$ cat src/rtl/ots_pkg.sv
// Shared types, constants and a helper function for the overlap-add time stretcher.
package ots_pkg;

    localparam int MAX_WINDOW = 1024;
    localparam int ADDR_W     = $clog2(MAX_WINDOW);
    localparam int POS_W      = 11;
    localparam int SAMPLE_W   = 32;
    localparam int ACC_W      = 56;
    localparam int FRAC_W     = 16;
    localparam int WEIGHT_W   = FRAC_W + 1;
    localparam int PROD_W     = SAMPLE_W + WEIGHT_W + 1;
    localparam int FADE_W     = 10;
    localparam int STEP_W     = 17;
    localparam int PADDR_W    = 5;

    localparam logic [POS_W-1:0]  WIN_RESET   = 11'd960;
    localparam logic [POS_W-1:0]  ISHIFT_RESET = 11'd768;
    localparam logic [POS_W-1:0]  OSHIFT_RESET = 11'd768;
    localparam logic [FADE_W-1:0] FADE_RESET  = 10'd192;
    localparam logic [STEP_W-1:0] STEP_RESET  = 17'd343;

    localparam logic [2:0] REG_WINDOW_SIZE  = 3'd0;
    localparam logic [2:0] REG_INPUT_SHIFT  = 3'd1;
    localparam logic [2:0] REG_OUTPUT_SHIFT = 3'd2;
    localparam logic [2:0] REG_FADE_LEN     = 3'd3;
    localparam logic [2:0] REG_FADE_STEP    = 3'd4;

    localparam logic [1:0] CMD_PUSH    = 2'd0;
    localparam logic [1:0] CMD_PULL    = 2'd1;
    localparam logic [1:0] CMD_FLUSH   = 2'd2;
    localparam logic [1:0] CMD_RESTART = 2'd3;

    localparam logic [1:0] STS_OK     = 2'd0;
    localparam logic [1:0] STS_BUSY   = 2'd1;
    localparam logic [1:0] STS_NOOUT  = 2'd2;
    localparam logic [1:0] STS_ENDED  = 2'd3;

    typedef enum logic [1:0] {
        PH_FILL  = 2'd0,
        PH_EMIT  = 2'd1,
        PH_DRAIN = 2'd2,
        PH_END   = 2'd3
    } phase_t;

    typedef enum logic [3:0] {
        S_IDLE,
        S_CLEAR,
        S_ZPAD,
        S_COMB,
        S_SETTLE,
        S_OZERO,
        S_RD,
        S_DONE
    } fsm_t;

    typedef struct packed {
        logic [POS_W-1:0]  win;
        logic [POS_W-1:0]  ishift;
        logic [POS_W-1:0]  oshift;
        logic [FADE_W-1:0] fade;
        logic [STEP_W-1:0] step;
    } cfg_t;

    typedef struct packed {
        logic                    en;
        logic [ADDR_W-1:0]       addr;
        logic signed [ACC_W-1:0] data;
    } acc_wr_t;

    typedef struct packed {
        logic [SAMPLE_W-1:0] sample;
        logic                clip;
    } conv_t;

    function automatic conv_t acc_to_sample(input logic signed [ACC_W-1:0] a);
        logic [ACC_W-1:0]        mag;
        logic [ACC_W-FRAC_W-1:0] sh;
        conv_t                   r;
        mag = a[ACC_W-1] ? (~a + 1'b1) : a;
        sh  = mag[ACC_W-1:FRAC_W];
        r.clip = 1'b0;
        if (a[ACC_W-1]) begin
            if (sh > (ACC_W-FRAC_W)'(41'h0_8000_0000)) begin
                r.clip   = 1'b1;
                r.sample = 32'h8000_0000;
            end else begin
                r.sample = ~sh[SAMPLE_W-1:0] + 1'b1;
            end
        end else begin
            if (sh > (ACC_W-FRAC_W)'(41'h0_7FFF_FFFF)) begin
                r.clip   = 1'b1;
                r.sample = 32'h7FFF_FFFF;
            end else begin
                r.sample = sh[SAMPLE_W-1:0];
            end
        end
        return r;
    endfunction

endpackage

$ cat src/rtl/ots_comb_dp.sv
// Window combine datapath: ramp weight, multiply, saturating accumulate.
module ots_comb_dp import ots_pkg::*; (
    input  logic                    aclk,
    input  logic                    aresetn,
    input  logic                    issue,
    input  logic [POS_W-1:0]        idx,
    input  logic [ADDR_W-1:0]       acc_addr,
    input  cfg_t                    cfg,
    input  logic signed [SAMPLE_W-1:0] in_rdata,
    input  logic signed [ACC_W-1:0] acc_rdata,
    output acc_wr_t                 wr,
    output logic                    busy
);

    logic                    s1_valid_reg, s2_valid_reg;
    logic [WEIGHT_W-1:0]     s1_wt_reg, wt_next;
    logic [ADDR_W-1:0]       s1_addr_reg, s2_addr_reg;
    logic signed [PROD_W-1:0] s2_prod_reg;
    logic signed [ACC_W-1:0] s2_acc_reg;
    logic                    lo, hi;
    logic [POS_W-1:0]        k;
    logic [FADE_W+STEP_W-1:0] rp;
    logic signed [ACC_W:0]   sum;

    always_comb begin
        lo = (cfg.fade > 10'd1) && (idx < POS_W'(cfg.fade));
        hi = (cfg.fade > 10'd1) && (idx >= cfg.win - POS_W'(cfg.fade));
        k  = lo ? idx : (cfg.win - 11'd1 - idx);
        rp = k[FADE_W-1:0] * cfg.step;
        if (lo || hi) begin
            wt_next = (rp > (FADE_W+STEP_W)'(1 << FRAC_W)) ? WEIGHT_W'(1 << FRAC_W)
                                                          : rp[WEIGHT_W-1:0];
        end else begin
            wt_next = WEIGHT_W'(1 << FRAC_W);
        end
    end

    always_ff @(posedge aclk) begin
        if (!aresetn) begin
            s1_valid_reg <= 1'b0;
            s2_valid_reg <= 1'b0;
        end else begin
            s1_valid_reg <= issue;
            s2_valid_reg <= s1_valid_reg;
        end
        s1_wt_reg   <= wt_next;
        s1_addr_reg <= acc_addr;
        s2_prod_reg <= in_rdata * $signed({1'b0, s1_wt_reg});
        s2_acc_reg  <= acc_rdata;
        s2_addr_reg <= s1_addr_reg;
    end

    always_comb begin
        sum     = (ACC_W+1)'(s2_acc_reg) + (ACC_W+1)'(s2_prod_reg);
        wr.en   = s2_valid_reg;
        wr.addr = s2_addr_reg;
        if (sum[ACC_W] != sum[ACC_W-1]) begin
            wr.data = sum[ACC_W] ? {1'b1, {(ACC_W-1){1'b0}}} : {1'b0, {(ACC_W-1){1'b1}}};
        end else begin
            wr.data = sum[ACC_W-1:0];
        end
    end

    assign busy = s1_valid_reg | s2_valid_reg;

endmodule

$ cat config.mk
export PLATFORM = sky130hd
export DESIGN_NAME = ots_comb_dp
export DESIGN_NICKNAME = d
export VERILOG_FILES = /design/src/rtl/ots_pkg.sv /design/src/rtl/ots_comb_dp.sv
export SDC_FILE = /design/constraint.sdc
export NUM_CORES = 2
export LEC_CHECK = 0
export BUFFER_PORTS_ARGS = -buffer_cell sky130_fd_sc_hd__buf_2
export CAP_MARGIN = 40
export CORE_ASPECT_RATIO = 1.25
export CORE_MARGIN = 2
export CORE_UTILIZATION = 60
export CTS_CLUSTER_DIAMETER = 80
export DETAILED_ROUTE_END_ITERATION = 8
export PLACE_DENSITY_LB_ADDON = 0.12
export SETUP_SLACK_MARGIN = 0.15
export SYNTH_ARGS = -nofsm -noshare
export SYNTH_HDL_FRONTEND = slang
export SYNTH_SLANG_ARGS = --single-unit
$ cat constraint.sdc
create_clock -name aclk -period 21.1 [get_ports aclk]
set_clock_uncertainty 0.1 [all_clocks]
set_input_delay 3.165 -clock aclk [delete_from_list [all_inputs] [get_ports aclk]]
set_output_delay 3.165 -clock aclk [all_outputs]
set_load 0.05 [all_outputs]
Yosys cells after proc, flatten, opt, wreduce, memory -nomap -nowiden:

Cells that the tools add are included.

* register bits: 145
* input bits: 172

* add/sub/neg operators: 4
* $mul: 2
* order comparisons: 4
* eq/ne operators: 1
* multiplexer cells: 3
* bitwise logic cells: 2
* reduce and logical (&&, ||, !) cells: 4

Operators by type and width (count)
* $mux W56: 2
* $add A56 B50 Y57: 1
* $mul A32 B18 Y50: 1
* $gt A27 B17 Y1 const B: 1
* $mul A10 B17 Y27: 1
* $ge A11 B11 Y1: 1
* $lt A11 B10 Y1: 1
* $sub A11 B10 Y11: 1
* $gt A10 B1 Y1 const B: 1
* $mux W10: 1
* $sub A10 B1 Y10 const B: 1
* $sub A10 B10 Y10: 1
* $logic_and A1 B1 Y1: 2
* $reduce_or A2 Y1: 1
* $logic_or A1 B1 Y1: 1
* $ne A1 B1 Y1: 1
* $not A1 Y1: 1
* $or A1 B1 Y1: 1

Depth between registers and ports, before layout:

* word-level depth: 6
* mapped depth: 37
* gate-level depth less buffers: 34

Least setup slack after synthesis:

No wires, ideal clock.

* path kind: input to register
* from: input idx[1]
* to: register s1_wt_reg[16]
* library setup time: 0.127 ns
* data arrival time: 10.953 ns
* path slack: 9.920 ns
* cell stages on the path: 34
* buffers on the path: 2
* cells stage by stage: inv_1 -> ha_1 -> a21o_1 -> a21oi_1 -> o21bai_1 -> a21oi_1 -> nor2b_1 -> o21a_1 -> o31a_1 -> or3_1 -> a21oi_1 -> xor2_1 -> clkbuf_1 -> and2_1 -> fa_1 -> fa_1 -> fa_1 -> fa_1 -> inv_1 -> fa_1 -> inv_1 -> ha_1 -> a21o_1 -> a21o_1 -> a21oi_1 -> o21ai_0 -> a21o_1 -> a32o_2 -> a221oi_1 -> xnor2_1 -> o211ai_1 -> or4_1 -> buf_2 -> or3_1

* cells in the longest elaborated chain, start to end: 6
* elaborated cells on any way between the ends: 11

RTL lines
* start: declaration: line ots_comb_dp.sv:6 `input logic [POS_W-1:0] idx,`
* $lt A11 B10 Y1: line ots_comb_dp.sv:26 `lo = (cfg.fade > 10'd1) && (idx < POS_W'(cfg.fade));`
* $logic_and A1 B1 Y1: line ots_comb_dp.sv:26
* $mux W10: line ots_comb_dp.sv:28 `k = lo ? idx : (cfg.win - 11'd1 - idx);`
* $mul A10 B17 Y27: line ots_comb_dp.sv:29 `rp = k[FADE_W-1:0] * cfg.step;`
* $gt A27 B17 Y1: line ots_comb_dp.sv:31 `wt_next = (rp > (FADE_W+STEP_W)'(1 << FRAC_W)) ? WEIGHT_W'(1 << FRAC_W)`
* $reduce_or A2 Y1 (no line)
* end signal: assignment: line ots_comb_dp.sv:46 `s1_wt_reg <= wt_next;`
* end: declaration: line ots_comb_dp.sv:16 `logic [WEIGHT_W-1:0] s1_wt_reg, wt_next;`

Several ways; a longest one is shown, not always the timed one.
A chain may end at the register's enable or synchronous reset.

Final worst setup path:

* from: input idx[8]
* to: register s1_wt_reg[16]

The elaborated chain is that of the path after synthesis.

==> results.toml <==
[run_status]
outcome = "finished clean"

[setup_path]
start_kind = "primary input"
worstReg2RegStart = "s1_wt_reg[3]"
crit_fanout = 17
endpoint = "s1_wt_reg[16]"
required_ps = 21350
rrSetupSlack_ps = 13440
critPathArrivalTime_ps = 11860
r2r_cells = 20
rr_endpoint = "s2_prod_reg[48]"
path_class = "primary input to register"
cp-end-kind = "register"
worstSetupStartpoint = "idx[8]"

[power_and_ir_drop]
power_density_nw_per_um2 = 134
leakage_nw = 16.5
ir_drop_mv = 0.155

[routing]
routedWlPerCell_um = 18.5
drtIter0Drc = 1188
drt_pass1_iterations = 5
drt_wl_total_um = 80700
vias = 24734
vias_per_cell = 5.66
drc = 0
antenna_left = 0

[die]
ioPinCount = 240
dieArea_um2 = 55000
placementRows = 94
die_h_um = 262
coreArea_um2 = 52600
initial_core_util = 0.607
die-width_um = 210

[clock_network]
clkSinkCount = 145
root_buffer = "clkbuf_16"
htree_levels = 4
cts_buffers = 17
hold_buffers = 0
cts_resized = 0
cts_tree = "yes"
cts_setup_buffers = 0
path_clk_slew_ps = 80
clk_path_buf_depth = 2
clk_latency_ps = 460

[placed_design]
placed_area_um2 = 33400
hpwl_um = 64100
gp_congestion = 0.915
portBuffers = 217
pre_cts_ws_ps = 8980

[synth]
synthTopCellsByArea = "fa_1 40%, ha_1 11%, dfxtp_1 9.1%"
syn-cell-area_um2 = 31900
async_flop_share = 0
ys_types = 81
avgSynthCellArea_um2 = 8.94
synth-edff-count = 0
netlist_instances = 3568
synth_top_flop_cell = "dfxtp_1"
yosys-top-cells-count = "709 x inv_1, 642 x fa_1, 482 x nand2_1"
ys_seq_elements = 145
yosys.area.top_type_share = 0.403
yosys.area.top_type = "fa_1"
ys_seq_area_frac = 0.0910
ys_warn_count = 0
synthMostInstantiatedCell = "inv_1"
syn_nets = 4657

[sta]
fin_ws_ps = 9490
fin_crit_ps = 11610
hold_viol = 0
maxSlewHeadroom = 0.375
tns_ps = 0
fmax_ghz = 0.0861
finalMaxSlewViolations = 0
tightestPinTransition_ps = 937
fin_crit_sh = 0.550
finalSetupViolations = 0
rsz0062_at_grt = "false"

[grt]
grt_max_degree = 43
grt_overflow = 0
grt_pass1_wl_um = 133000
gr-usage-all-layers = 0.304
antenna_found_initial = 5
grt_pass1_vias = 27230

[layout]
fin_nets = 4775
drive_gt1_frac = 0.0862
syn2layout_area_growth_pct = 6.77
fillers = 4446
largest_reg_flops = 56
final_cell_area_um2 = 34000

[hold_path]
hold_path.startpoint = "s1_addr_reg[9]"
hold_path_class = "register to register"

[flow_run]
drv_cap = 0
-- critical path: stages --
cell,delay [ps]
buf_2,130
ha_1,310
a21oi_1,160
o22ai_1,90
or4_1,420
a21oi_2,650
mux2_2,600
nand2_1,170
fa_1,560
inv_1,50
fa_1,500
inv_1,50
fa_1,530
inv_1,50
fa_1,380
fa_1,410
ha_1,410
a21o_1,220
a21oi_2,200
o31ai_1,120
a21oi_2,370
a22oi_1,180
o41ai_1,690
nand4_1,140
or4_1,780
or3_1,450
-- stage by stage --
step | util | std cells | hold WS, ps | power, W
floorplan | - | 3568 | 210 | 0.00337
global placement | 0.635 | 4337 | 210 | 0.00415
detailed placement | 0.636 | 4339 | 215 | 0.00422
CTS | 0.647 | 4371 | 231 | 0.00457
global route | 0.647 | 4371 | 235 | 0.00499
finish | 0.648 | 4373 | 228 | 0.00458
-- worst min path at each step --
stage | endpoint | slack [ps] | cells past startpoint
2_1_floorplan | s2_addr_reg[0] | 210 | 0
3_3_place_gp | s2_addr_reg[5] | 210 | 0
3_5_place_dp | s2_addr_reg[5] | 210 | 0
4_1_cts | s2_addr_reg[9] | 230 | 0
5_1_grt | s2_addr_reg[7] | 230 | 0
6_report | s2_addr_reg[9] | 230 | 0
-- cell usage in the layout (no fill, tap or decap), types with 9 or more instances in the layout --
| cell type | synthesis | layout |
|---|---|---|
| dfxtp_1 | 145 | 139 |
| xor2_1 | 50 | 50 |
| a31oi_1 | 13 | 13 |
| nand3_1 | 23 | 23 |
| o21ai_0 | 78 | 78 |
| nor3_1 | 19 | 19 |
| inv_1 | 709 | 709 |
| o21bai_1 | 31 | 31 |
| clkbuf_16 | 0 | 17 |
| nor2b_1 | 15 | 15 |
| and2_1 | 318 | 318 |
| a21o_1 | 52 | 52 |
| a211oi_1 | 10 | 10 |
| ha_1 | 275 | 275 |
| nand4_1 | 20 | 20 |
| buf_2 | 9 | 217 |
| and3_1 | 12 | 12 |
| fa_1 | 642 | 642 |
| o21a_1 | 9 | 9 |
| nor3b_1 | 9 | 9 |
| nand2_1 | 482 | 482 |
| buf_4 | 1 | 21 |
| o31ai_1 | 9 | 9 |
| xnor2_1 | 86 | 86 |
| a21oi_1 | 186 | 184 |
| nor2_1 | 81 | 81 |
| nand2b_1 | 22 | 22 |
-- cell type report --
class / instances / area (µm²) / area share
clock inverter: 15 / 191 / 0.00562
inverter: 709 / 2660 / 0.0782
tap: 672 / 841 / 0.0247
multi-input combinational: 2573 / 25700 / 0.756
clock buffer: 17 / 425 / 0.0125
timing repair buffer: 240 / 1270 / 0.0373
sequential: 145 / 2910 / 0.0855
antenna: 2 / 5.00 / 0.000147
-- power by group --
part | total, W | leakage (nW) | switching [W] | internal [W]
registers | 0.000348 | 1.21 | 0.0000251 | 0.000323
logic | 0.00391 | 15.0 | 0.00249 | 0.00142
clock network | 0.000325 | 0.297 | 0.000144 | 0.000181
-- per-layer routing --
| metal | track usage | vias to the layer above | wire length (µm) |
|---|---|---|---|
| met5 | 0 | - | 44 |
| met4 | 0.106 | 6 | 2530 |
| met3 | 0.0554 | 207 | 5940 |
| met2 | 0.556 | 971 | 41300 |
| met1 | 0.360 | 12323 | 30900 |
| li1 | - | 11227 | - |
-- cells by family (layout without fill, tap and decap cells) --
family | after synthesis | count (layout) | synth area share
AND/OR/NAND/NOR | 1035 | 1035 | 0.159
adder cells (fa/ha/maj) | 917 | 917 | 0.511
buffers and inverters | 850 | 981 | 0.102
AO/OA/AOI/OAI | 478 | 478 | 0.0965
flip-flops | 145 | 145 | 0.0910
XOR/XNOR | 136 | 136 | 0.0374
multiplexers | 7 | 7 | 0.00282
other | 0 | 2 | 0
Note: power is estimated with default switching activity, not from simulation.
