File: config.mk
export PLATFORM = sky130hd
export DESIGN_NAME = ots_cfg
export DESIGN_NICKNAME = d
export VERILOG_FILES = /design/src/rtl/ots_pkg.sv /design/src/rtl/ots_cfg.sv
export SDC_FILE = /design/constraint.sdc
export NUM_CORES = 1
export LEC_CHECK = 0
export BUFFER_PORTS_ARGS = -buffer_cell sky130_fd_sc_hd__buf_4
export CORE_ASPECT_RATIO = 0.6
export CORE_UTILIZATION = 56
export CTS_CLUSTER_SIZE = 8
export DETAILED_ROUTE_END_ITERATION = 8
export PLACE_DENSITY_LB_ADDON = 0.1
export SETUP_SLACK_MARGIN = 0.02
export SYNTH_ARGS = -nofsm -noshare
export SYNTH_HDL_FRONTEND = slang
export SYNTH_SLANG_ARGS = --single-unit
File: constraint.sdc
create_clock -name aclk -period 6.4 [get_ports aclk]
set_clock_uncertainty 0.15 [all_clocks]
set_input_delay 0.32 -clock aclk [delete_from_list [all_inputs] [get_ports aclk]]
set_output_delay 0.32 -clock aclk [all_outputs]
set_load 0.03 [all_outputs]
File: src/rtl/ots_pkg.sv
// Shared types, constants and a helper function for the overlap-add time stretcher.
package ots_pkg;

    localparam int MAX_WINDOW = 1024;
    localparam int ADDR_W     = $clog2(MAX_WINDOW);
    localparam int POS_W      = 11;
    localparam int SAMPLE_W   = 32;
    localparam int ACC_W      = 56;
    localparam int FRAC_W     = 16;
    localparam int WEIGHT_W   = FRAC_W + 1;
    localparam int PROD_W     = SAMPLE_W + WEIGHT_W + 1;
    localparam int FADE_W     = 10;
    localparam int STEP_W     = 17;
    localparam int PADDR_W    = 5;

    localparam logic [POS_W-1:0]  WIN_RESET   = 11'd960;
    localparam logic [POS_W-1:0]  ISHIFT_RESET = 11'd768;
    localparam logic [POS_W-1:0]  OSHIFT_RESET = 11'd768;
    localparam logic [FADE_W-1:0] FADE_RESET  = 10'd192;
    localparam logic [STEP_W-1:0] STEP_RESET  = 17'd343;

    localparam logic [2:0] REG_WINDOW_SIZE  = 3'd0;
    localparam logic [2:0] REG_INPUT_SHIFT  = 3'd1;
    localparam logic [2:0] REG_OUTPUT_SHIFT = 3'd2;
    localparam logic [2:0] REG_FADE_LEN     = 3'd3;
    localparam logic [2:0] REG_FADE_STEP    = 3'd4;

    localparam logic [1:0] CMD_PUSH    = 2'd0;
    localparam logic [1:0] CMD_PULL    = 2'd1;
    localparam logic [1:0] CMD_FLUSH   = 2'd2;
    localparam logic [1:0] CMD_RESTART = 2'd3;

    localparam logic [1:0] STS_OK     = 2'd0;
    localparam logic [1:0] STS_BUSY   = 2'd1;
    localparam logic [1:0] STS_NOOUT  = 2'd2;
    localparam logic [1:0] STS_ENDED  = 2'd3;

    typedef enum logic [1:0] {
        PH_FILL  = 2'd0,
        PH_EMIT  = 2'd1,
        PH_DRAIN = 2'd2,
        PH_END   = 2'd3
    } phase_t;

    typedef enum logic [3:0] {
        S_IDLE,
        S_CLEAR,
        S_ZPAD,
        S_COMB,
        S_SETTLE,
        S_OZERO,
        S_RD,
        S_DONE
    } fsm_t;

    typedef struct packed {
        logic [POS_W-1:0]  win;
        logic [POS_W-1:0]  ishift;
        logic [POS_W-1:0]  oshift;
        logic [FADE_W-1:0] fade;
        logic [STEP_W-1:0] step;
    } cfg_t;

    typedef struct packed {
        logic                    en;
        logic [ADDR_W-1:0]       addr;
        logic signed [ACC_W-1:0] data;
    } acc_wr_t;

    typedef struct packed {
        logic [SAMPLE_W-1:0] sample;
        logic                clip;
    } conv_t;

    function automatic conv_t acc_to_sample(input logic signed [ACC_W-1:0] a);
        logic [ACC_W-1:0]        mag;
        logic [ACC_W-FRAC_W-1:0] sh;
        conv_t                   r;
        mag = a[ACC_W-1] ? (~a + 1'b1) : a;
        sh  = mag[ACC_W-1:FRAC_W];
        r.clip = 1'b0;
        if (a[ACC_W-1]) begin
            if (sh > (ACC_W-FRAC_W)'(41'h0_8000_0000)) begin
                r.clip   = 1'b1;
                r.sample = 32'h8000_0000;
            end else begin
                r.sample = ~sh[SAMPLE_W-1:0] + 1'b1;
            end
        end else begin
            if (sh > (ACC_W-FRAC_W)'(41'h0_7FFF_FFFF)) begin
                r.clip   = 1'b1;
                r.sample = 32'h7FFF_FFFF;
            end else begin
                r.sample = sh[SAMPLE_W-1:0];
            end
        end
        return r;
    endfunction

endpackage

File: src/rtl/ots_cfg.sv
// Configuration register file with APB access and clamped working values.
module ots_cfg import ots_pkg::*; (
    input  logic               aclk,
    input  logic               aresetn,
    input  logic               psel,
    input  logic               penable,
    input  logic               pwrite,
    input  logic [PADDR_W-1:0] paddr,
    input  logic [31:0]        pwdata,
    output logic [31:0]        prdata,
    output logic               pready,
    output cfg_t               cfg
);

    logic [POS_W-1:0]  win_reg, ishift_reg, oshift_reg;
    logic [FADE_W-1:0] fade_reg;
    logic [STEP_W-1:0] step_reg;
    logic [2:0]        idx;
    logic              wr;
    logic [POS_W-1:0]  w, half;

    assign idx    = paddr[PADDR_W-1:2];
    assign wr     = psel & penable & pwrite;
    assign pready = 1'b1;

    always_ff @(posedge aclk) begin
        if (!aresetn) begin
            win_reg    <= WIN_RESET;
            ishift_reg <= ISHIFT_RESET;
            oshift_reg <= OSHIFT_RESET;
            fade_reg   <= FADE_RESET;
            step_reg   <= STEP_RESET;
        end else if (wr) begin
            case (idx)
                REG_WINDOW_SIZE:  win_reg    <= pwdata[POS_W-1:0];
                REG_INPUT_SHIFT:  ishift_reg <= pwdata[POS_W-1:0];
                REG_OUTPUT_SHIFT: oshift_reg <= pwdata[POS_W-1:0];
                REG_FADE_LEN:     fade_reg   <= pwdata[FADE_W-1:0];
                REG_FADE_STEP:    step_reg   <= pwdata[STEP_W-1:0];
                default: ;
            endcase
        end
    end

    always_comb begin
        case (idx)
            REG_WINDOW_SIZE:  prdata = 32'(win_reg);
            REG_INPUT_SHIFT:  prdata = 32'(ishift_reg);
            REG_OUTPUT_SHIFT: prdata = 32'(oshift_reg);
            REG_FADE_LEN:     prdata = 32'(fade_reg);
            REG_FADE_STEP:    prdata = 32'(step_reg);
            default:          prdata = '0;
        endcase
    end

    always_comb begin
        if (win_reg < 11'd2) w = 11'd2;
        else if (win_reg > POS_W'(MAX_WINDOW)) w = POS_W'(MAX_WINDOW);
        else w = win_reg;
        half = w >> 1;
        cfg.win = w;
        if (ishift_reg < 11'd1) cfg.ishift = 11'd1;
        else if (ishift_reg > w) cfg.ishift = w;
        else cfg.ishift = ishift_reg;
        if (oshift_reg < 11'd1) cfg.oshift = 11'd1;
        else if (oshift_reg > w) cfg.oshift = w;
        else cfg.oshift = oshift_reg;
        cfg.fade = (POS_W'(fade_reg) > half) ? half[FADE_W-1:0] : fade_reg;
        cfg.step = step_reg;
    end

endmodule

Yosys cells after proc, flatten, opt, wreduce, memory -nomap -nowiden
Index checks and enable logic that the tools add are counted.
W data, S select, Z words.
{"block": "word_totals", "word_cells": 32, "output_inout_bits": 93, "ff_bits": 60}
{"block": "op_classes", "n_eq_ne": 4, "mux": 8, "bitwise_logic": 2, "reduce_logical": 6, "order_cmp": 7}
{"operator": "$pmux W17 S5", "n": 1}
{"operator": "$mux W11", "n": 6}
{"operator": "$gt A11 B11 Y1", "n": 2}
{"operator": "$lt A11 B1 Y1 const B", "n": 2}
{"operator": "$gt A11 B11 Y1 const B", "n": 1}
{"operator": "$lt A11 B2 Y1 const B", "n": 1}
{"operator": "$gt A10 B10 Y1", "n": 1}
{"operator": "$mux W10", "n": 1}
{"operator": "$reduce_and A2 Y1", "n": 5}
{"operator": "$eq A3 B2 Y1 const B", "n": 2}
{"operator": "$eq A3 B1 Y1 const B", "n": 1}
{"operator": "$eq A3 B3 Y1 const B", "n": 1}
{"operator": "$logic_not A3 Y1", "n": 1}
{"operator": "$and A1 B1 Y1", "n": 2}

Logic depth before layout (Yosys ltp)
Gate-level depths: netlist of the first run.
{"block": "depth", "ltp_word": 6, "ltp_mapped": 11, "depth_no_buf": 10}

Worst setup path before layout of the first run
No wires, ideal clock.
{"block": "synth_path", "kind": "reg-to-output", "from": "register win_reg[2]", "to": "output port cfg[39] (netlist bit)", "slack_ns": 2.431, "t_arrival_ns": 3.499, "required_ns": 5.930, "stages_incl_launch_ff": 11, "path_cell_list": "dfxtp_1 nor4_1 nand2_1 a21oi_1 inv_1 ha_1 nand3b_1 a211oi_1 a2111oi_2 buf_2 o41ai_1"}
{"element": "start: declaration", "line_no": "ots_cfg.sv:15", "source": "logic [POS_W-1:0] win_reg, ishift_reg, oshift_reg;"}
{"element": "start signal: assignment", "line_no": "ots_cfg.sv:35", "source": "REG_WINDOW_SIZE: win_reg <= pwdata[POS_W-1:0];"}
{"element": "end: declaration", "line_no": "ots_cfg.sv:12", "source": "output cfg_t cfg"}

==> results.yml, run 1 <==
run_status:
  status: "finished, final reports clean"
sta:
  worst_slew_pin_slew_ns: 1.34
  tns_ns: 0
  timing.fmax_ghz: 0.219
  finalSetupViolations: 0
  maxSlewHeadroom_pct: 10.5
  rsz_0062_raised_after_global_routing: "false"
  period_share_pct: 71.3
  timing.final.max_slew_violations: 0
  finalHoldViolations: 0
  final.min_clock_period_ns: 4.56
synthesis:
  ys_warn_count: 0
  synth_top_area_share_pct: 28.7
  synth_seq_cells: 60
  synthesis.area_um2: 4180
  synth_seq_area_share_pct: 28.7
  post-synth-top-count-cell: "nand2_1"
  synth_async_sr_flop_share_pct: 0
  synth_area_leaders: "dfxtp_1 29%, mux2i_1 10%, ha_1 9.6%"
  synth_flop_cell: "dfxtp_1"
  synth.largest_area_cell: "dfxtp_1"
  number_of_synthesized_flops_with_an_enable_pin: 0
  post_synth_inst_count: 519
  post_synth_num_cell_types: 43
  syn_avg_cell_area_um2: 8.05
  synthTopCellsByCount: "100 x nand2_1, 60 x dfxtp_1, 43 x mux2i_1"
floorplan:
  coreArea_um2: 6940
  dieWidth_um: 114
  row_count: 23
  die_h_um: 68.9
  initial_core_util_pct: 60.3
  full_die_area_um2: 7830
  ios: 135
clock_network:
  ctsHoldBuffers: 0
  post_cts.resized_instances: 0
  cts.sinks: 60
  cts_htree_levels: 3
  cts.path.max_buffers: 2
  cts_buffers: 9
  clk_root_buffer_cell: "clkbuf_16"
  worst_skew_pair.late_latency_ns: 0.32
  cts_setup_buffers: 0
  clk_pin_slew_ns: 0.05
  cts_tree: "done"
placement:
  gpl.final_weighted_congestion: 0.888
  port_buffers: 101
  post-dp-hpwl_um: 9830
drt:
  route.detailed.wl_per_inst_um: 19.1
  count_of_antenna_violating_nets_left_after_detailed_routing: 0
  num_vias: 4245
  avgViaCountPerCell: 6.00
  drc_errors: 0
  wirelength_um: 13500
  drtPass1Iterations: 6
  first_iter_violations: 499
power:
  total_power_mw: 1.03
  p_per_area_nw_per_um2: 196
  ir_drop_mv: 0.242
  total_leakage_power_nw: 2.25
finish:
  largest_reg_flops: 17
  nFillCells: 540
  design.final.nets: 677
  drive_above_1_share_pct: 23.0
  antenna_cells_inserted: 0
  flow.area_growth_from_synthesis_pct: 25.1
global_routing:
  number_of_antenna_violations_at_the_first_check_in_global_routing: 0
  globalRoute.totalOverflow: 0
  first_global_vias: 3760
  grt_max_degree: 61
  grt_first_pass_wirelength_um: 20500
  global_route.usage.total_pct: 35.1
critical_path:
  crit_path_end_kind: "output port"
  crit_path_max_fanout: 12
  critical_path_class: "register to output port"
  setup.worst_path.start_class: "register"
  cp_data_arrival_time_ns: 4.09
  cp_data_required_time_ns: 5.93
run:
  maxCapViolCount: 0
min_path:
  hp-class: "input pin to register"
layer usage:
layer  vias up  global-route usage (%)  wire (um)
met4         0                    7.73        116
met5         -                       0          0
met1      2013                    46.3       5800
met3        14                    11.3       1520
li1       1984                       -          -
met2       234                    56.4       6050
cells by family after synthesis:
kind of cell	Yosys count	share of synthesized area, %
AND/OR/NAND/NOR	187	21.4
AO/OA/AOI/OAI	118	19.4
other	2	0.180
buffers and inverters	68	7.99
adder cells (fa/ha/maj)	32	9.58
flip-flops	60	28.7
multiplexers	52	12.7
cell type report:
cell class / instances / area, um^2 / share of cell area, %
multi-input cells: 405 / 2700 / 51.6
well taps: 100 / 125 / 2.39
repair buffers: 109 / 818 / 15.7
inverters: 18 / 67.6 / 1.29
flip-flops and latches: 60 / 1200 / 23.0
clock buffers: 11 / 243 / 4.64
clock inverters: 5 / 75.1 / 1.44
power by group:
| part | total (mW) | switching, mW | internal, mW | leakage [nW] |
|---|---|---|---|---|
| clock network | 0.516 | 0.167 | 0.349 | 0.159 |
| registers | 0.381 | 0.00422 | 0.377 | 0.484 |
| logic | 0.128 | 0.0843 | 0.0440 | 1.61 |
worst max-delay path: stages (launching register included):
cell       delay, ns
dfxtp_1         0.58
clkinv_1        0.45
nand2_1         0.46
ha_1            0.32
a211oi_1        0.28
nor2_1          0.10
a2111oi_2       0.82
buf_4           0.31
o21ai_0         0.10
o41ai_1         0.09
buf_4           0.23
placed cells by master, fill, tap and decap left out, types with 17 or more instances in the layout:
cell,n
a21oi_1,24
o41ai_1,18
inv_1,17
o21ai_0,26
a21boi_0,27
buf_4,109
nor2b_1,18
ha_1,32
mux2i_1,43
dfxtp_1,60
nand2_1,100
worst paths after layout:
path                 from           end  slack (ns)  cells past startpoint
max           win_reg[10]       cfg[32]        1.84                     10
max reg2reg   win_reg[10]   win_reg[10]        5.34                      2
min            pwdata[11]  step_reg[11]         0.1                      3
min reg2reg  step_reg[11]  step_reg[11]        0.33                      2
metrics by stage:
step	hold slack (ns)	cells	worst slack, ns	utilization, %	instance area (um^2)
after floorplan	0.294	533	2.43	-	4230
after global placement	0.310	692	2.51	70.8	4910
after detailed placement	0.326	692	2.42	70.8	4910
after CTS	0.0936	708	2.02	75.4	5230
after global routing	0.106	708	1.57	75.4	5230
final	0.0972	708	1.84	75.4	5230
No activity file was read; power rests on OpenSTA's default activity.
==> inputs of run 2 (changes only) <==
--- a/config.mk
+++ b/config.mk
@@ -5,9 +5,10 @@
 export SDC_FILE = /design/constraint.sdc
 export NUM_CORES = 1
 export LEC_CHECK = 0
+export ABC_AREA = 1
 export BUFFER_PORTS_ARGS = -buffer_cell sky130_fd_sc_hd__buf_4
 export CORE_ASPECT_RATIO = 0.6
-export CORE_UTILIZATION = 56
+export CORE_UTILIZATION = 52
 export CTS_CLUSTER_SIZE = 8
 export DETAILED_ROUTE_END_ITERATION = 8
 export PLACE_DENSITY_LB_ADDON = 0.1
==> constraint.sdc (replaced) <==
create_clock -name aclk -period 4.7 [get_ports aclk]
set_clock_uncertainty 0.15 [all_clocks]
set_input_delay 0.235 -clock aclk [delete_from_list [all_inputs] [get_ports aclk]]
set_output_delay 0.235 -clock aclk [all_outputs]
set_load 0.03 [all_outputs]
==> run 2 against run 1 <==
Register-to-register slack worse by 1.8 ns. Via count up 8.9%. Synthesized cell count up 22%. Sequential cell count unchanged. Core utilization down 6.5 points. Sequential power up 37%. Power up 39%. Routed wire length up 3.2%. Count of clock-buffer cells in the layout up 1.
==> results.yml, run 2 <==
critical_path:
  endpoint_of_the_worst_setup_timing_path: "cfg[25]"
  critical_path.reg2reg.startpoint: "win_reg[10]"
  critical_path_class: "register to output port"
  crit_path_cell_count: 13
  critical_path.n_buffers_inverters: 1
  worst-r2r-cell-count: 2
  crit_slowest_cell: "ha_1"
  cp_data_arrival_time_ns: 3.21
  cpMostUsedCell: "nand2_1"
  worstReg2RegEnd: "win_reg[10]"
  crit_path_max_fanout: 20
  cp_data_required_time_ns: 4.32
  crit_path_cell_trace: "or2_1 > nor2_1 > nand2_1 > nand2_2 > nand2_1 > ha_1 > nand2_1 > nor2_1 > o21ai_0 > nand3_1 > nand2_1 > o21ai_0 > buf_4"
  rrSetupSlack_ns: 3.52
  setup.worst_path.start_class: "register"
  setup.worst_path.start: "win_reg[1]"
  cell_family_with_the_largest_share_of_critical_path_delay: "simple AND/OR/NAND/NOR gates"
  crit_path_end_kind: "output port"
  timing.critical_path.slowest_cell_delay_ns: 0.39
clock_network:
  cts_htree_levels: 3
  cts.sinks: 60
  worst_skew_pair.late_latency_ns: 0.34
  clk_root_buffer_cell: "clkbuf_16"
  ctsHoldBuffers: 0
  cts_buffers: 9
  cts_setup_buffers: 0
  clk_pin_slew_ns: 0.05
  cts_tree: "done"
  post_cts.resized_instances: 0
  cts.path.max_buffers: 2
run_status:
  status: "finished, final reports clean"
floorplan:
  row_count: 24
  dieWidth_um: 117
  full_die_area_um2: 8340
  die_h_um: 71.1
  ios: 135
  initial_core_util_pct: 55.4
  coreArea_um2: 7480
sta:
  timing.fmax_ghz: 0.278
  finalHoldViolations: 0
  final.min_clock_period_ns: 3.60
  rsz_0062_raised_after_global_routing: "false"
  period_share_pct: 76.5
  maxSlewHeadroom_pct: 54.0
  timing.final.max_slew_violations: 0
  worst_slew_pin_slew_ns: 0.687
  tns_ns: 0
  finalSetupViolations: 0
finish:
  antenna_cells_inserted: 0
  most_used_cells_in_the_layout_excluding_fill_and_tap_cells: "144 x nand2_1, 103 x nor2_1, 102 x buf_4, 65 x o21ai_0, 60 x dfxtp_1"
  postLayoutCoreUtil_pct: 68.9
  design.final.nets: 798
  largest_reg_flops: 17
  drive_above_1_share_pct: 19.8
  flow.area_growth_from_synthesis_pct: 24.4
  nFillCells: 655
  mostFrequentLayoutCell: "nand2_1"
global_routing:
  grt_use_met1_pct: 50.6
  grt_first_pass_wirelength_um: 21000
  grtUsageMet3_pct: 8.23
  number_of_antenna_violations_at_the_first_check_in_global_routing: 0
  globalRoute.totalOverflow: 0
  first_global_vias: 3934
  grtUsageMet2_pct: 50.8
  global_route.usage.total_pct: 34.4
  grt_max_degree: 58
  grt.busiest_layer: "met2"
synthesis:
  synth_top_area_share_pct: 29.0
  syn_avg_cell_area_um2: 6.52
  synth_seq_area_share_pct: 29.0
  synthesis.area_um2: 4140
  post_synth_num_cell_types: 36
  synth_flop_cell: "dfxtp_1"
  post-synth-top-count-cell: "nand2_1"
  post_synth_inst_count: 635
  synth_area_leaders: "dfxtp_1 29%, nand2_1 13%, ha_1 9.7%"
  synth_async_sr_flop_share_pct: 0
  synthTopCellsByCount: "144 x nand2_1, 103 x nor2_1, 65 x o21ai_0"
  synth_seq_cells: 60
  ys_warn_count: 0
  synth.largest_area_cell: "dfxtp_1"
  number_of_synthesized_flops_with_an_enable_pin: 0
drt:
  wirelength_um: 13900
  count_of_antenna_violating_nets_left_after_detailed_routing: 0
  drc_errors: 0
  first_iter_violations: 418
  avgViaCountPerCell: 5.55
  route.detailed.wl_per_inst_um: 16.7
  drtPass1Iterations: 6
  num_vias: 4624
power:
  p_per_area_nw_per_um2: 276
  total_power_mw: 1.42
  ir_drop_mv: 0.267
  total_leakage_power_nw: 2.70
min_path:
  hold_path_depth: 3
  hp-class: "input pin to register"
run:
  maxCapViolCount: 0
placement:
  post-dp-hpwl_um: 10600
  port_buffers: 101
  gpl.final_weighted_congestion: 0.956
[run 2: cell count changes in the layout (fill, tap and decap cells not counted), sizes merged, moves of 9 or more]
| cell | before | now |
|---|---|---|
| a21boi | 27 | 0 |
| a21oi | 24 | 51 |
| inv | 17 | 69 |
| mux2 | 9 | 0 |
| mux2i | 43 | 0 |
| nand2 | 100 | 148 |
| nand3 | 16 | 32 |
| nor2 | 14 | 108 |
| nor2b | 18 | 0 |
| o21ai | 26 | 68 |
| o22ai | 10 | 0 |
| o41ai | 18 | 0 |
[run 2: cell type report]
cell class	instances	area [um^2]	share of cell area [%]
inverters	69	264	5.13
multi-input cells	482	2490	48.3
repair buffers	102	766	14.9
clock inverters	4	47.5	0.923
flip-flops and latches	60	1200	23.3
well taps	104	130	2.53
clock buffers	12	256	4.98
[run 2: how the worst min path moves through the flow]
stage / slack [ns] / end / start
5_1_grt: 0.04 / step_reg[5] / pwdata[5]
6_report: 0.02 / step_reg[11] / pwdata[11]
2_1_floorplan: 0.21 / ishift_reg[9] / pwdata[9]
3_5_place_dp: 0.31 / step_reg[13] / step_reg[13]
3_3_place_gp: 0.31 / step_reg[15] / step_reg[15]
4_1_cts: 0.009 / step_reg[16] / pwdata[16]
[run 2: stage by stage]
step	hold WS, ns	cell area, um^2	instances	worst slack [ns]
after floorplan	0.211	4190	649	1.72
after global placement	0.305	4850	817	1.67
after detailed placement	0.312	4850	817	1.56
after CTS	0.00872	5150	833	1.19
after global routing	0.0412	5150	833	0.851
final	0.0228	5150	833	1.10
[run 2: kinds of logic (layout without fill, tap and decap cells)]
group           after synthesis  after routing  synth area share (%)
other cells                   2             16                 0.181
flops                        60             60                  29.0
simple gates                301            301                  31.8
compound gates              133            133                  17.1
fa+ha+maj                    32             32                  9.67
buf+inv                     107            187                  12.2
[run 2: per-layer routing]
| layer | share of wire [%] | vias up |
|---|---|---|
| met4 | 1.3 | 0 |
| li1 | - | 2212 |
| met1 | 45 | 2125 |
| met5 | 0 | - |
| met2 | 43 | 262 |
| met3 | 11 | 25 |
[run 2: tightest hold or removal path, delay by kind of cell]
family | cells | cell delay, ns
buffers and inverters | 1 | 0.08
AO/OA/AOI/OAI | 2 | 0.16
[run 2: power by group]
group	switching, mW	total [mW]	leakage [nW]	internal, mW
registers	0.00727	0.523	0.485	0.516
logic	0.158	0.229	2.07	0.0706
clock network	0.234	0.671	0.149	0.437
total	0.399	1.42	2.70	1.02
==> inputs of run 3 (changes only) <==
==> constraint.sdc (replaced) <==
create_clock -name aclk -period 3.7 [get_ports aclk]
set_clock_uncertainty 0.15 [all_clocks]
set_input_delay 0.185 -clock aclk [delete_from_list [all_inputs] [get_ports aclk]]
set_output_delay 0.185 -clock aclk [all_outputs]
set_load 0.03 [all_outputs]
==> run 3 against run 2 <==
Die area did not move. Sequential power rose by 27%. Global-route usage fell by 0.098 points. Critical path depth rose by 1. Power rose by 38%. First-iteration DRC count rose by 12%. Register-to-register slack got worse by 0.88 ns. Clock power rose by 48%. Count of clock-buffer cells in the layout did not move. Hold slack got worse by 0.0010 ns. Sequential share of layout area fell by 0.87 points. Combinational power rose by 33%. Critical endpoint is now cfg[44]. Largest power group unchanged.
==> results.yml, run 3 (synthesized netlist as in run 2, its figures left out) <==
run_status:
  status: "finished, final reports clean"
placement:
  gpl.final_weighted_congestion: 0.948
  post-dp-hpwl_um: 10600
  detailedPlace.worstSlack_ns: 0.572
  port_buffers: 101
drt:
  route.detailed.wl_per_inst_um: 16.9
  avgViaCountPerCell: 5.55
  count_of_antenna_violating_nets_left_after_detailed_routing: 0
  first_iter_violations: 468
  num_vias: 4701
  drtPass1Iterations: 5
  wirelength_um: 14300
  drc_errors: 0
power:
  power.share.combinational_pct: 15.5
  clock_power_share_pct: 50.6
  total_leakage_power_nw: 2.79
  sw_frac_of_total_pct: 26.1
  power.switching_mw: 0.513
  p_per_area_nw_per_um2: 366
  p_int_mw: 1.45
  ir_drop_mv: 0.255
  proportion_of_power_drawn_by_flip_flops_and_latches_pct: 33.9
finish:
  mostFrequentLayoutCell: "nand2_1"
  register_cell_area_after_layout_um2: 1200
  design.final.nets: 812
  multi_input_area_um2: 2500
  most_used_cells_in_the_layout_excluding_fill_and_tap_cells: "141 x nand2_1, 103 x nor2_1, 102 x buf_4, 65 x o21ai_0, 60 x dfxtp_1"
  drive_above_1_share_pct: 19.8
  nFillCells: 624
  flow.area_growth_from_synthesis_pct: 29.2
  antenna_cells_inserted: 0
  largest_reg_flops: 17
critical_path:
  crit_path_end_kind: "output port"
  cp_data_required_time_ns: 3.37
  endpoint_of_the_worst_setup_timing_path: "cfg[44]"
  cp_data_arrival_time_ns: 3.09
  setup.worst_path.start: "win_reg[1]"
  worst-r2r-cell-count: 3
  critical_path.reg2reg.startpoint: "win_reg[10]"
  rrSetupSlack_ns: 2.64
  worstReg2RegEnd: "win_reg[10]"
  crit_path_max_fanout: 13
  setup.worst_path.start_class: "register"
  critical_path_class: "register to output port"
sta:
  hold-worst-slack_ns: 0.0218
  period_share_pct: 92.5
  worst_slew_pin_slew_ns: 0.722
  tns_ns: 0
  finalHoldViolations: 0
  maxSlewHeadroom_pct: 51.7
  final.min_clock_period_ns: 3.42
  timing.final.max_slew_violations: 0
  timing.fmax_ghz: 0.292
  final_worst_setup_slack_ns: 0.277
  rsz_0062_raised_after_global_routing: "false"
  finalSetupViolations: 0
global_routing:
  global_route.usage.total_pct: 34.3
  grtUsageMet2_pct: 51.0
  first_global_vias: 4009
  grt_use_met1_pct: 48.7
  grt.busiest_layer: "met2"
  number_of_antenna_violations_at_the_first_check_in_global_routing: 0
  globalRoute.totalOverflow: 0
  grtUsageMet3_pct: 9.85
  grt_first_pass_wirelength_um: 21000
  grt_max_degree: 58
floorplan:
  initial_core_util_pct: 55.4
  die_h_um: 71.1
  coreArea_um2: 7480
  ios: 135
  dieWidth_um: 117
  row_count: 24
  full_die_area_um2: 8340
min_path:
  hp-class: "input pin to register"
  hold_path_depth: 3
clock_network:
  worst_skew_pair.late_latency_ns: 0.33
  cts_htree_levels: 3
  clk_pin_slew_ns: 0.05
  cts.path.max_buffers: 2
  cts_buffers: 9
  clk_root_buffer_cell: "clkbuf_16"
  cts.sinks: 60
  cts_setup_buffers: 0
  cts_tree: "done"
run:
  maxCapViolCount: 0
[run 3: per-stage QoR]
| stage | instances | power [mW] | utilization, % | area (um^2) |
|---|---|---|---|---|
| 3_5_place_dp | 817 | 0.963 | 64.8 | 4850 |
| 6_report | 847 | 1.96 | 71.6 | 5350 |
| 5_1_grt | 847 | 2.01 | 71.6 | 5350 |
| 3_3_place_gp | 817 | 0.957 | 64.8 | 4850 |
| 2_1_floorplan | 649 | 0.872 | - | 4190 |
| 4_1_cts | 847 | 1.95 | 71.4 | 5340 |
[run 3: what timing repair did]
| action | 4_1_cts | 5_1_grt |
|---|---|---|
| hold buffers | 14 | 0 |
| gates resized for setup | 0 | 4 |
| hold endpoints to repair | 21 | 0 |
| endpoints found under the setup margin | 0 | 17 |
[run 3: worst min path at each step]
stage | start | endpoint | slack [ns]
final | pwdata[10] | step_reg[10] | 0.02
after global routing | pwdata[10] | oshift_reg[10] | 0.03
after CTS | pwdata[10] | ishift_reg[10] | 0.0005
after detailed placement | step_reg[11] | step_reg[11] | 0.31
after global placement | pwdata[11] | step_reg[11] | 0.30
after floorplan | pwdata[9] | ishift_reg[9] | 0.16
[run 3: power by group through the flow]
stage / sequential [mW] / clock, mW / combinational (mW)
2_1_floorplan: 0.679 / 0 / 0.193
3_3_place_gp: 0.677 / 0 / 0.280
3_5_place_dp: 0.678 / 0 / 0.285
4_1_cts: 0.664 / 0.992 / 0.298
5_1_grt: 0.665 / 1.02 / 0.324
6_report: 0.665 / 0.991 / 0.305
[run 3: final cells by class]
class,count,share of cell area [%]
Inverter,69,4.93
Sequential cell,60,22.4
Clock inverter,4,1.78
Tap cell,104,2.43
Multi-Input combinational cell,482,46.7
Timing Repair Buffer,116,16.9
Clock buffer,12,4.79
[run 3: layer usage]
layer	vias to the layer above	part of all wire [%]
met2	242	45
li1	2242	-
met1	2189	43
met5	-	0
met4	0	1.2
met3	28	11
[run 3: worst max-delay path, cell delays in order, from the launching register on]
cell,delay [ns]
dfxtp_1,0.34
or2_1,0.25
nor2_1,0.09
nand2_1,0.07
nand2_2,0.19
nand2_1,0.28
ha_1,0.42
a21oi_1,0.16
nand2_1,0.08
nand2_1,0.08
nand3_2,0.19
nand2_4,0.22
nor2_1,0.08
nor2_1,0.12
buf_4,0.17
